File: config.mk
export PLATFORM = sky130hd
export DESIGN_NAME = rsa_modexp_cipher_unit
export DESIGN_NICKNAME = d
export VERILOG_FILES = /design/src/rtl/rmc_pkg.sv /design/src/rtl/rmc_datapath.sv /design/src/rtl/rmc_ctrl.sv /design/src/rtl/rsa_modexp_cipher_unit.sv
export SDC_FILE = /design/constraint.sdc
export NUM_CORES = 1
export LEC_CHECK = 0
export ABC_AREA = 0
export ABC_CLOCK_PERIOD_IN_PS = 6600
export BUFFER_PORTS_ARGS = -buffer_cell sky130_fd_sc_hd__buf_2
export CORE_ASPECT_RATIO = 1.1
export CORE_UTILIZATION = 30
export DETAILED_ROUTE_END_ITERATION = 8
export GPL_TIMING_DRIVEN = 0
export PLACE_DENSITY = 0.55
export RECOVER_POWER = 100
export SLEW_MARGIN = 20
export SYNTH_ARGS = -nofsm -noshare
export SYNTH_HDL_FRONTEND = slang
export SYNTH_HIERARCHICAL = 1
export SYNTH_SLANG_ARGS = --single-unit
File: constraint.sdc
create_clock -name clk -period 6.6 [get_ports clk]
set_input_delay 0.33 -clock clk [delete_from_list [all_inputs] [get_ports clk]]
set_output_delay 0.33 -clock clk [all_outputs]
set_load 0.05 [all_outputs]
File: src/rtl/rmc_pkg.sv
// ----------------------------------------------------------------------------
// RSA modular exponentiation package
// Shared widths, register indexes, state and operation codes, and the
// command and status words that join the controller and the datapath.
// ----------------------------------------------------------------------------
package rmc_pkg;

    localparam int WORD_BITS = 40;
    localparam int CNT_W     = $clog2(WORD_BITS);
    localparam int IDX_W     = 2;
    localparam int CHAR_W    = 7;

    typedef logic [WORD_BITS-1:0] word_t;
    typedef logic [CHAR_W-1:0]    char_t;

    localparam word_t MODULUS_RESET  = word_t'(2);
    localparam word_t EXPONENT_RESET = word_t'(65537);
    localparam char_t PRINT_LOW      = char_t'(32);
    localparam char_t PRINT_HIGH     = char_t'(126);
    localparam char_t STAR_CHAR      = char_t'(42);

    typedef enum logic [IDX_W-1:0] {
        REG_MODULUS      = 2'd0,
        REG_EXPONENT     = 2'd1,
        REG_DECRYPT_MODE = 2'd2
    } reg_index_t;

    typedef enum logic [1:0] {
        OP_REDUCE,
        OP_MUL,
        OP_SQR
    } mul_op_t;

    typedef enum logic [2:0] {
        ST_IDLE,
        ST_REDUCE,
        ST_CHECK,
        ST_MUL,
        ST_SQR,
        ST_FINISH
    } state_t;

    typedef struct packed {
        logic    load;
        logic    mul_init;
        logic    step;
        mul_op_t op;
        logic    wb;
        logic    exp_shift;
        logic    finish;
    } cmd_t;

    typedef struct packed {
        logic mod_zero;
        logic exp_zero;
        logic exp_lsb;
        logic exp_last;
        logic cnt_last;
    } status_t;

endpackage

File: src/rtl/rmc_datapath.sv
// ----------------------------------------------------------------------------
// RSA modular exponentiation datapath
// Holds the operands of one word and a bit-serial modular multiplier that
// takes one multiplier bit per cycle. The initial reduction of the input
// word runs on the same unit as a multiplication by one.
// ----------------------------------------------------------------------------
module rmc_datapath (
    input  logic             clk,
    input  logic             rst_n,
    input  rmc_pkg::cmd_t    cmd,
    output rmc_pkg::status_t status,
    input  rmc_pkg::word_t   modulus,
    input  rmc_pkg::word_t   exponent,
    input  logic             decrypt_mode,
    input  rmc_pkg::word_t   value_in,
    output rmc_pkg::word_t   result
);

    localparam int SUM_W = rmc_pkg::WORD_BITS + 2;

    rmc_pkg::word_t acc_reg;
    rmc_pkg::word_t base_reg;
    rmc_pkg::word_t exp_reg;
    rmc_pkg::word_t sh_reg;
    rmc_pkg::word_t prod_reg;
    logic [rmc_pkg::CNT_W-1:0] cnt_reg;
    logic [rmc_pkg::CNT_W-1:0] cnt_next;

    rmc_pkg::word_t mul_a;
    rmc_pkg::word_t base_in;
    rmc_pkg::word_t prod_next;
    logic [SUM_W-1:0] sum;
    logic [SUM_W-1:0] n1;
    logic [SUM_W-1:0] n2;

    always_comb
    begin
        case (cmd.op)
            rmc_pkg::OP_REDUCE: mul_a = rmc_pkg::word_t'(1);
            rmc_pkg::OP_MUL:    mul_a = acc_reg;
            rmc_pkg::OP_SQR:    mul_a = base_reg;
            default:            mul_a = base_reg;
        endcase
    end

    // Both operands are below the modulus, so the sum stays below three times it.
    always_comb
    begin
        n1  = {2'b00, modulus};
        n2  = {1'b0, modulus, 1'b0};
        sum = {1'b0, prod_reg, 1'b0} + (sh_reg[rmc_pkg::WORD_BITS-1] ?
                                        {2'b00, mul_a} : {SUM_W{1'b0}});
        if (sum >= n2)
        begin
            prod_next = rmc_pkg::word_t'(sum - n2);
        end
        else if (sum >= n1)
        begin
            prod_next = rmc_pkg::word_t'(sum - n1);
        end
        else
        begin
            prod_next = rmc_pkg::word_t'(sum);
        end
    end

    assign base_in  = decrypt_mode ? value_in :
                      {{(rmc_pkg::WORD_BITS-8){1'b0}}, value_in[7:0]};
    assign cnt_next = cnt_reg + rmc_pkg::CNT_W'(1);

    always_ff @(posedge clk or negedge rst_n)
    begin
        if (!rst_n)
        begin
            cnt_reg <= '0;
        end
        else if (cmd.load || cmd.mul_init)
        begin
            cnt_reg <= '0;
        end
        else if (cmd.step)
        begin
            cnt_reg <= cnt_next;
        end
    end

    always_ff @(posedge clk)
    begin
        if (cmd.load)
        begin
            sh_reg   <= base_in;
            prod_reg <= '0;
            exp_reg  <= exponent;
            acc_reg  <= (modulus > rmc_pkg::word_t'(1)) ? rmc_pkg::word_t'(1) : '0;
        end
        else
        begin
            if (cmd.mul_init)
            begin
                sh_reg   <= base_reg;
                prod_reg <= '0;
            end
            else if (cmd.step)
            begin
                sh_reg   <= {sh_reg[rmc_pkg::WORD_BITS-2:0], 1'b0};
                prod_reg <= prod_next;
            end
            if (cmd.wb)
            begin
                if (cmd.op == rmc_pkg::OP_MUL)
                begin
                    acc_reg <= prod_next;
                end
                else
                begin
                    base_reg <= prod_next;
                end
            end
            if (cmd.exp_shift)
            begin
                exp_reg <= {1'b0, exp_reg[rmc_pkg::WORD_BITS-1:1]};
            end
        end
    end

    always_comb
    begin
        status.mod_zero = (modulus == '0);
        status.exp_zero = (exp_reg == '0);
        status.exp_lsb  = exp_reg[0];
        status.exp_last = (exp_reg[rmc_pkg::WORD_BITS-1:1] == '0);
        status.cnt_last = (cnt_reg == rmc_pkg::CNT_W'(rmc_pkg::WORD_BITS - 1));
    end

    assign result = acc_reg;

endmodule

File: src/rtl/rmc_ctrl.sv
// ----------------------------------------------------------------------------
// RSA modular exponentiation controller
// Sequences the input reduction and the right-to-left square-and-multiply
// loop over the exponent bits, one multiplier pass per operation.
// ----------------------------------------------------------------------------
module rmc_ctrl (
    input  logic             clk,
    input  logic             rst_n,
    input  logic             start,
    output logic             busy,
    output rmc_pkg::cmd_t    cmd,
    input  rmc_pkg::status_t status
);

    rmc_pkg::state_t state_reg;
    rmc_pkg::state_t state_next;

    always_ff @(posedge clk or negedge rst_n)
    begin
        if (!rst_n)
        begin
            state_reg <= rmc_pkg::ST_IDLE;
        end
        else
        begin
            state_reg <= state_next;
        end
    end

    always_comb
    begin
        state_next = state_reg;
        cmd        = '0;
        cmd.op     = rmc_pkg::OP_REDUCE;
        busy       = 1'b1;
        case (state_reg)
            rmc_pkg::ST_IDLE:
            begin
                busy = 1'b0;
                if (start)
                begin
                    cmd.load   = 1'b1;
                    state_next = status.mod_zero ? rmc_pkg::ST_FINISH : rmc_pkg::ST_REDUCE;
                end
            end
            rmc_pkg::ST_REDUCE:
            begin
                cmd.step = 1'b1;
                cmd.op   = rmc_pkg::OP_REDUCE;
                if (status.cnt_last)
                begin
                    cmd.wb     = 1'b1;
                    state_next = rmc_pkg::ST_CHECK;
                end
            end
            rmc_pkg::ST_CHECK:
            begin
                if (status.exp_zero)
                begin
                    state_next = rmc_pkg::ST_FINISH;
                end
                else
                begin
                    cmd.mul_init = 1'b1;
                    state_next   = status.exp_lsb ? rmc_pkg::ST_MUL : rmc_pkg::ST_SQR;
                end
            end
            rmc_pkg::ST_MUL:
            begin
                cmd.step = 1'b1;
                cmd.op   = rmc_pkg::OP_MUL;
                if (status.cnt_last)
                begin
                    cmd.wb = 1'b1;
                    if (status.exp_last)
                    begin
                        state_next = rmc_pkg::ST_FINISH;
                    end
                    else
                    begin
                        cmd.mul_init = 1'b1;
                        state_next   = rmc_pkg::ST_SQR;
                    end
                end
            end
            rmc_pkg::ST_SQR:
            begin
                cmd.step = 1'b1;
                cmd.op   = rmc_pkg::OP_SQR;
                if (status.cnt_last)
                begin
                    cmd.wb        = 1'b1;
                    cmd.exp_shift = 1'b1;
                    state_next    = rmc_pkg::ST_CHECK;
                end
            end
            rmc_pkg::ST_FINISH:
            begin
                cmd.finish = 1'b1;
                state_next = rmc_pkg::ST_IDLE;
            end
            default:
            begin
                state_next = rmc_pkg::ST_IDLE;
            end
        endcase
    end

    a_finish_to_idle: assert property (@(posedge clk) disable iff (!rst_n)
        state_reg == rmc_pkg::ST_FINISH |=> state_reg == rmc_pkg::ST_IDLE)
        else $error("finish state not followed by idle");

    a_accept_busy: assert property (@(posedge clk) disable iff (!rst_n)
        (state_reg == rmc_pkg::ST_IDLE && start) |=> busy)
        else $error("accepted word did not make the block busy");

    a_mul_exit: assert property (@(posedge clk) disable iff (!rst_n)
        (state_reg == rmc_pkg::ST_MUL && status.cnt_last) |=>
        (state_reg == rmc_pkg::ST_SQR || state_reg == rmc_pkg::ST_FINISH))
        else $error("multiply pass ended in an unexpected state");

endmodule

File: src/rtl/rsa_modexp_cipher_unit.sv
// ----------------------------------------------------------------------------
// RSA modular exponentiation cipher unit
// Raises each input word to the configured exponent modulo the configured
// modulus and reports the printable character of the result when decrypting.
//
// Configuration: write modulus, exponent and decrypt_mode through wr_en,
// wr_index and wr_data while busy is low. Reset loads modulus 2, exponent
// 65537 and encrypt mode, and leaves the unit idle.
// Input: a word is taken on a clock edge where start is high and busy is low.
// In encrypt mode only the low byte of value_in is used.
// Output: done is high for one cycle with value_out, char_out and printable.
// The receiver cannot hold a result off; it must take it in that cycle.
// Sequence: a load, the reduction of the input word, then per exponent bit
// a check, a multiply pass when the bit is set and a squaring pass (the top
// bit needs no squaring), and a finish. Every pass runs on the shared
// bit-serial modular multiplier, one multiplier bit per cycle. A new word
// may be started in the cycle that done is high.
// ----------------------------------------------------------------------------
module rsa_modexp_cipher_unit (
    input  logic                          clk,
    input  logic                          rst_n,
    input  logic                          wr_en,
    input  logic [rmc_pkg::IDX_W-1:0]     wr_index,
    input  rmc_pkg::word_t                wr_data,
    input  logic                          start,
    output logic                          busy,
    input  rmc_pkg::word_t                value_in,
    output logic                          done,
    output rmc_pkg::word_t                value_out,
    output rmc_pkg::char_t                char_out,
    output logic                          printable
);

    rmc_pkg::word_t   modulus_reg;
    rmc_pkg::word_t   exponent_reg;
    logic             decrypt_mode_reg;
    logic             done_reg;
    rmc_pkg::word_t   value_out_reg;
    rmc_pkg::char_t   char_out_reg;
    logic             printable_reg;

    rmc_pkg::cmd_t    cmd;
    rmc_pkg::status_t status;
    rmc_pkg::word_t   dp_result;
    logic             pr;

    rmc_ctrl u_ctrl (
        .clk    (clk),
        .rst_n  (rst_n),
        .start  (start),
        .busy   (busy),
        .cmd    (cmd),
        .status (status)
    );

    rmc_datapath u_datapath (
        .clk          (clk),
        .rst_n        (rst_n),
        .cmd          (cmd),
        .status       (status),
        .modulus      (modulus_reg),
        .exponent     (exponent_reg),
        .decrypt_mode (decrypt_mode_reg),
        .value_in     (value_in),
        .result       (dp_result)
    );

    always_ff @(posedge clk or negedge rst_n)
    begin
        if (!rst_n)
        begin
            modulus_reg      <= rmc_pkg::MODULUS_RESET;
            exponent_reg     <= rmc_pkg::EXPONENT_RESET;
            decrypt_mode_reg <= 1'b0;
        end
        else if (wr_en)
        begin
            case (rmc_pkg::reg_index_t'(wr_index))
                rmc_pkg::REG_MODULUS:      modulus_reg      <= wr_data;
                rmc_pkg::REG_EXPONENT:     exponent_reg     <= wr_data;
                rmc_pkg::REG_DECRYPT_MODE: decrypt_mode_reg <= wr_data[0];
                default:                   ;
            endcase
        end
    end

    assign pr = (dp_result >= rmc_pkg::word_t'(rmc_pkg::PRINT_LOW)) &&
                (dp_result <= rmc_pkg::word_t'(rmc_pkg::PRINT_HIGH));

    always_ff @(posedge clk or negedge rst_n)
    begin
        if (!rst_n)
        begin
            done_reg <= 1'b0;
        end
        else
        begin
            done_reg <= cmd.finish;
        end
    end

    always_ff @(posedge clk)
    begin
        if (cmd.finish)
        begin
            value_out_reg <= dp_result;
            printable_reg <= pr;
            if (!decrypt_mode_reg)
            begin
                char_out_reg <= '0;
            end
            else if (pr)
            begin
                char_out_reg <= dp_result[rmc_pkg::CHAR_W-1:0];
            end
            else
            begin
                char_out_reg <= rmc_pkg::STAR_CHAR;
            end
        end
    end

    assign done      = done_reg;
    assign value_out = value_out_reg;
    assign char_out  = char_out_reg;
    assign printable = printable_reg;

endmodule
==> flow_summary.yaml <==
worst_setup_path:
  cpMaxStageDelayCell: "dfrtp_2"
  startpoint_type: "flop"
  crit_required_ns: 6.95
  cp_top_family: "compound AO/OA/AOI/OAI gates"
  worst_ep_arrival_time_ns: 6.80
  cpMostUsedCell: "buf_4"
  cp_max_fo: 10
  end_kind: "flop"
  path_class: "reg2reg"
  slowest_delay_ns: 0.43
  path_buf_inv: 7
final_layout:
  seqCellArea_mm2: 0.009330
  multiInputGateArea_mm2: 0.01284
  drive_gt1_frac: 0.2432
  n_antenna_cell: 0
  post_layout_nonfiller_instances: 3478
  fillers: 7167
  areaGrowthSynthToFinish_pct: 24.15
  nets: 2712
route:
  routed_via_density: 5.388
  antenna_left: 0
  drcViolationCount: 0
  via_count: 18740
  wl_per_cell_um: 22.71
  drt-initial-drc-count: 1124
  drt_first_pass_iters: 7
  totalWireLength_um: 79000
synthesis:
  synthFlopType: "edfxtp_1"
  ys_top_cells_by_area: "edfxtp_1 29%, dfrtp_1 10%, ha_1 6.9%, mux2_2 6.1%, o21ai_0 4.2%"
  synth-edff-count: 208
  syn_inst: 2252
  synthXorXnorAreaFrac: 0.04304
  synth.distinct_cells: 90
  syn_area_per_cell_um2: 9.669
  synthArstFlopShare: 0.2684
  synth-seq-cells: 339
  synthMuxAreaShare: 0.08240
  synth_top_area_share: 0.2868
  synth_top_family_by_area: "compound AO/OA/AOI/OAI gates"
  synth_compound_area_frac: 0.1861
  synth-seq-area-share: 0.4284
  synth_adder_area_share: 0.07171
  ys_warn_count: 6
  synth_largest_area_cell: "edfxtp_1"
  synthesis.nets: 2461
  yosys.area_share.simple: 0.1490
  synthesis.area_mm2: 0.02177
clock_network:
  htreeDepth: 2
  cts.path.max_buffers: 3
  cts_buffers: 38
  cts_root_buf: "clkbuf_16"
  cts_tree: "done"
  clock_latency_ns: 0.56
  clk_pin_slew_ns: 0.06
  clkSinkCount: 339
grt:
  antenna_found_initial: 0
  grt_pass1_wl_um: 115600
  grt_use_total: 0.2085
  grt_max_degree: 55
  grt_pass1_vias: 18370
  gr-total-overflow: 0
timing:
  tns_ns: 0
  clock.fmax_mhz: 155.2
  timing.final.crit_share: 0.9761
  period_minus_slack_ns: 6.442
  worst_hold_slack_ns: 0.02519
  setup_ws_ns: 0.1578
  setup_viol: 0
  skew_ns: 0.01978
  relSlewSlack: -1.200
  max_slew.worst_pin.slew_ns: 3.300
  hold_violations: 0
  drv_slew: 94
placement:
  place_congestion: 0.9235
  dp_slack_ns: -2.425
  place_hpwl_um: 63290
  port_buffers: 135
  place_inst: 3341
floorplanning:
  rows: 103
  io_pins: 136
  core_mm2: 0.07178
  start_util: 0.3033
  die_area_mm2: 0.07367
  fp.dieH_um: 284.6
  die_w_um: 258.9
status:
  status: "complete, but fails checks"
  violations: "capacitance limit, slew limit"
min_path:
  min_path_type: "in2reg"
job:
  maxCapViolCount: 2
## metal layers
| metal | share of wire | routed length (um) | global-route usage | up-vias |
|---|---|---|---|---|
| met3 | 0.050 | 3987 | 0.02176 | 145 |
| met4 | 0.042 | 3298 | 0.08062 | 0 |
| met5 | 0 | 0 | 0 | - |
| met2 | 0.47 | 37090 | 0.3451 | 644 |
| met1 | 0.44 | 34620 | 0.2778 | 9127 |
| li1 | - | - | - | 8825 |
## placed cells by master (no fill, tap or decap), drive strengths merged, types with 6 or more instances in the layout
cell type | synthesis | routed
a211oi | 35 | 35
a21boi | 6 | 6
a21o | 47 | 47
a21oi | 169 | 169
a31oi | 39 | 39
and2 | 48 | 48
and3 | 23 | 23
and4 | 9 | 9
buf | 43 | 202
clkbuf | 80 | 184
dfrtp | 88 | 88
dfxtp | 40 | 40
dlygate4sd3 | 0 | 6
edfxtp | 208 | 208
ha | 120 | 120
inv | 86 | 88
mux2 | 122 | 122
mux2i | 42 | 42
nand2 | 239 | 239
nand2b | 11 | 11
nand3 | 37 | 37
nand4 | 35 | 35
nor2 | 131 | 131
nor2b | 18 | 18
nor3 | 43 | 43
nor4 | 37 | 37
o2111ai | 6 | 6
o211ai | 29 | 29
o21a | 25 | 25
o21ai | 194 | 194
o21bai | 18 | 18
o31a | 7 | 7
o31ai | 22 | 22
or2 | 8 | 8
or3 | 10 | 10
xnor2 | 60 | 60
xor2 | 47 | 47
## cells in the mapped netlist (5+ instances only)
| cell | number |
|---|---|
| o2111ai_1 | 5 |
| or3_1 | 10 |
| o21a_1 | 23 |
| ha_1 | 120 |
| and3_1 | 23 |
| a21boi_0 | 5 |
| o21bai_1 | 18 |
| a21o_1 | 47 |
| o31a_1 | 7 |
| xor2_1 | 47 |
| nor4_1 | 34 |
| nand3_1 | 37 |
| o21ai_1 | 8 |
| buf_1 | 7 |
| mux2_1 | 5 |
| or2_2 | 5 |
| a31oi_1 | 39 |
| and2_1 | 48 |
| o31ai_1 | 20 |
| xnor2_1 | 60 |
| o211ai_1 | 28 |
| nor2b_1 | 18 |
| nor2_1 | 130 |
| edfxtp_1 | 208 |
| dfrtp_1 | 88 |
| dfxtp_1 | 40 |
| nand2_1 | 237 |
| nand2b_1 | 11 |
| mux2i_1 | 42 |
| mux2_2 | 117 |
| and4_1 | 9 |
| inv_1 | 86 |
| nand4_1 | 34 |
| buf_2 | 29 |
| a211oi_1 | 32 |
| a21oi_1 | 167 |
| clkbuf_1 | 80 |
| nor3_1 | 43 |
| o21ai_0 | 183 |
## metrics by stage
step	instance area, um^2	util
4_1_cts	26070	0.3632
5_1_grt	27030	0.3766
6_report	27030	0.3766
3_3_place_gp	23630	0.3292
2_1_floorplan	21770	-
3_5_place_dp	23770	0.3312
## what timing repair did
action | in CTS | in global routing
hold buffers | 6 | 0
endpoints found under the hold margin | 42 | 0
resized for setup | 156 | 180
pin swaps | 34 | 64
cloned | 1 | 2
buffers inserted | 28 | 46
setup endpoints to repair | 120 | 120
## cell type report
cell class | instances | area share
clock buffer | 58 | 0.04217
multi-input combinational | 1704 | 0.4750
tap | 945 | 0.04374
buffer | 107 | 0.02351
timing repair buffer | 227 | 0.05202
inverter | 86 | 0.01194
sequential | 339 | 0.3452
clock inverter | 12 | 0.006434
## final timing paths
path | from | endpoint | slack, ns | depth (start not counted)
setup reg to reg | u_ctrl/state_reg[1]$_DFFE_PN0P_ | u_datapath/result[18]$_SDFFCE_PP0P_ | 0.16 | 30
max in group asynchronous | rst_n | u_ctrl/state_reg[1]$_DFFE_PN0P_ | 1.42 | 3
setup / recovery | u_ctrl/state_reg[1]$_DFFE_PN0P_ | u_datapath/result[18]$_SDFFCE_PP0P_ | 0.16 | 30
hold / removal | wr_data[13] | modulus_reg[13]$_DFFE_PN0P_ | 0.03 | 2
hold reg to reg | u_datapath/prod_reg[31]$_SDFFE_PN0P_ | u_datapath/prod_reg[31]$_SDFFE_PN0P_ | 0.47 | 2
min in group asynchronous | rst_n | exponent_reg[26]$_DFFE_PN0P_ | 0.94 | 2
## cells by family (layout without fill, tap and decap cells)
family	after synthesis	after routing
and+or+nand+nor	666	666
AOI/OAI and AO/OA	644	644
DFF	339	339
buffers and inverters	209	490
muxes	164	164
adders and majority gates	123	123
xor gates and xnor gates	107	107
Power is left out: the tool's default activity adds up to more than one toggle a clock period on the data nets, which glitch-free logic cannot reach.
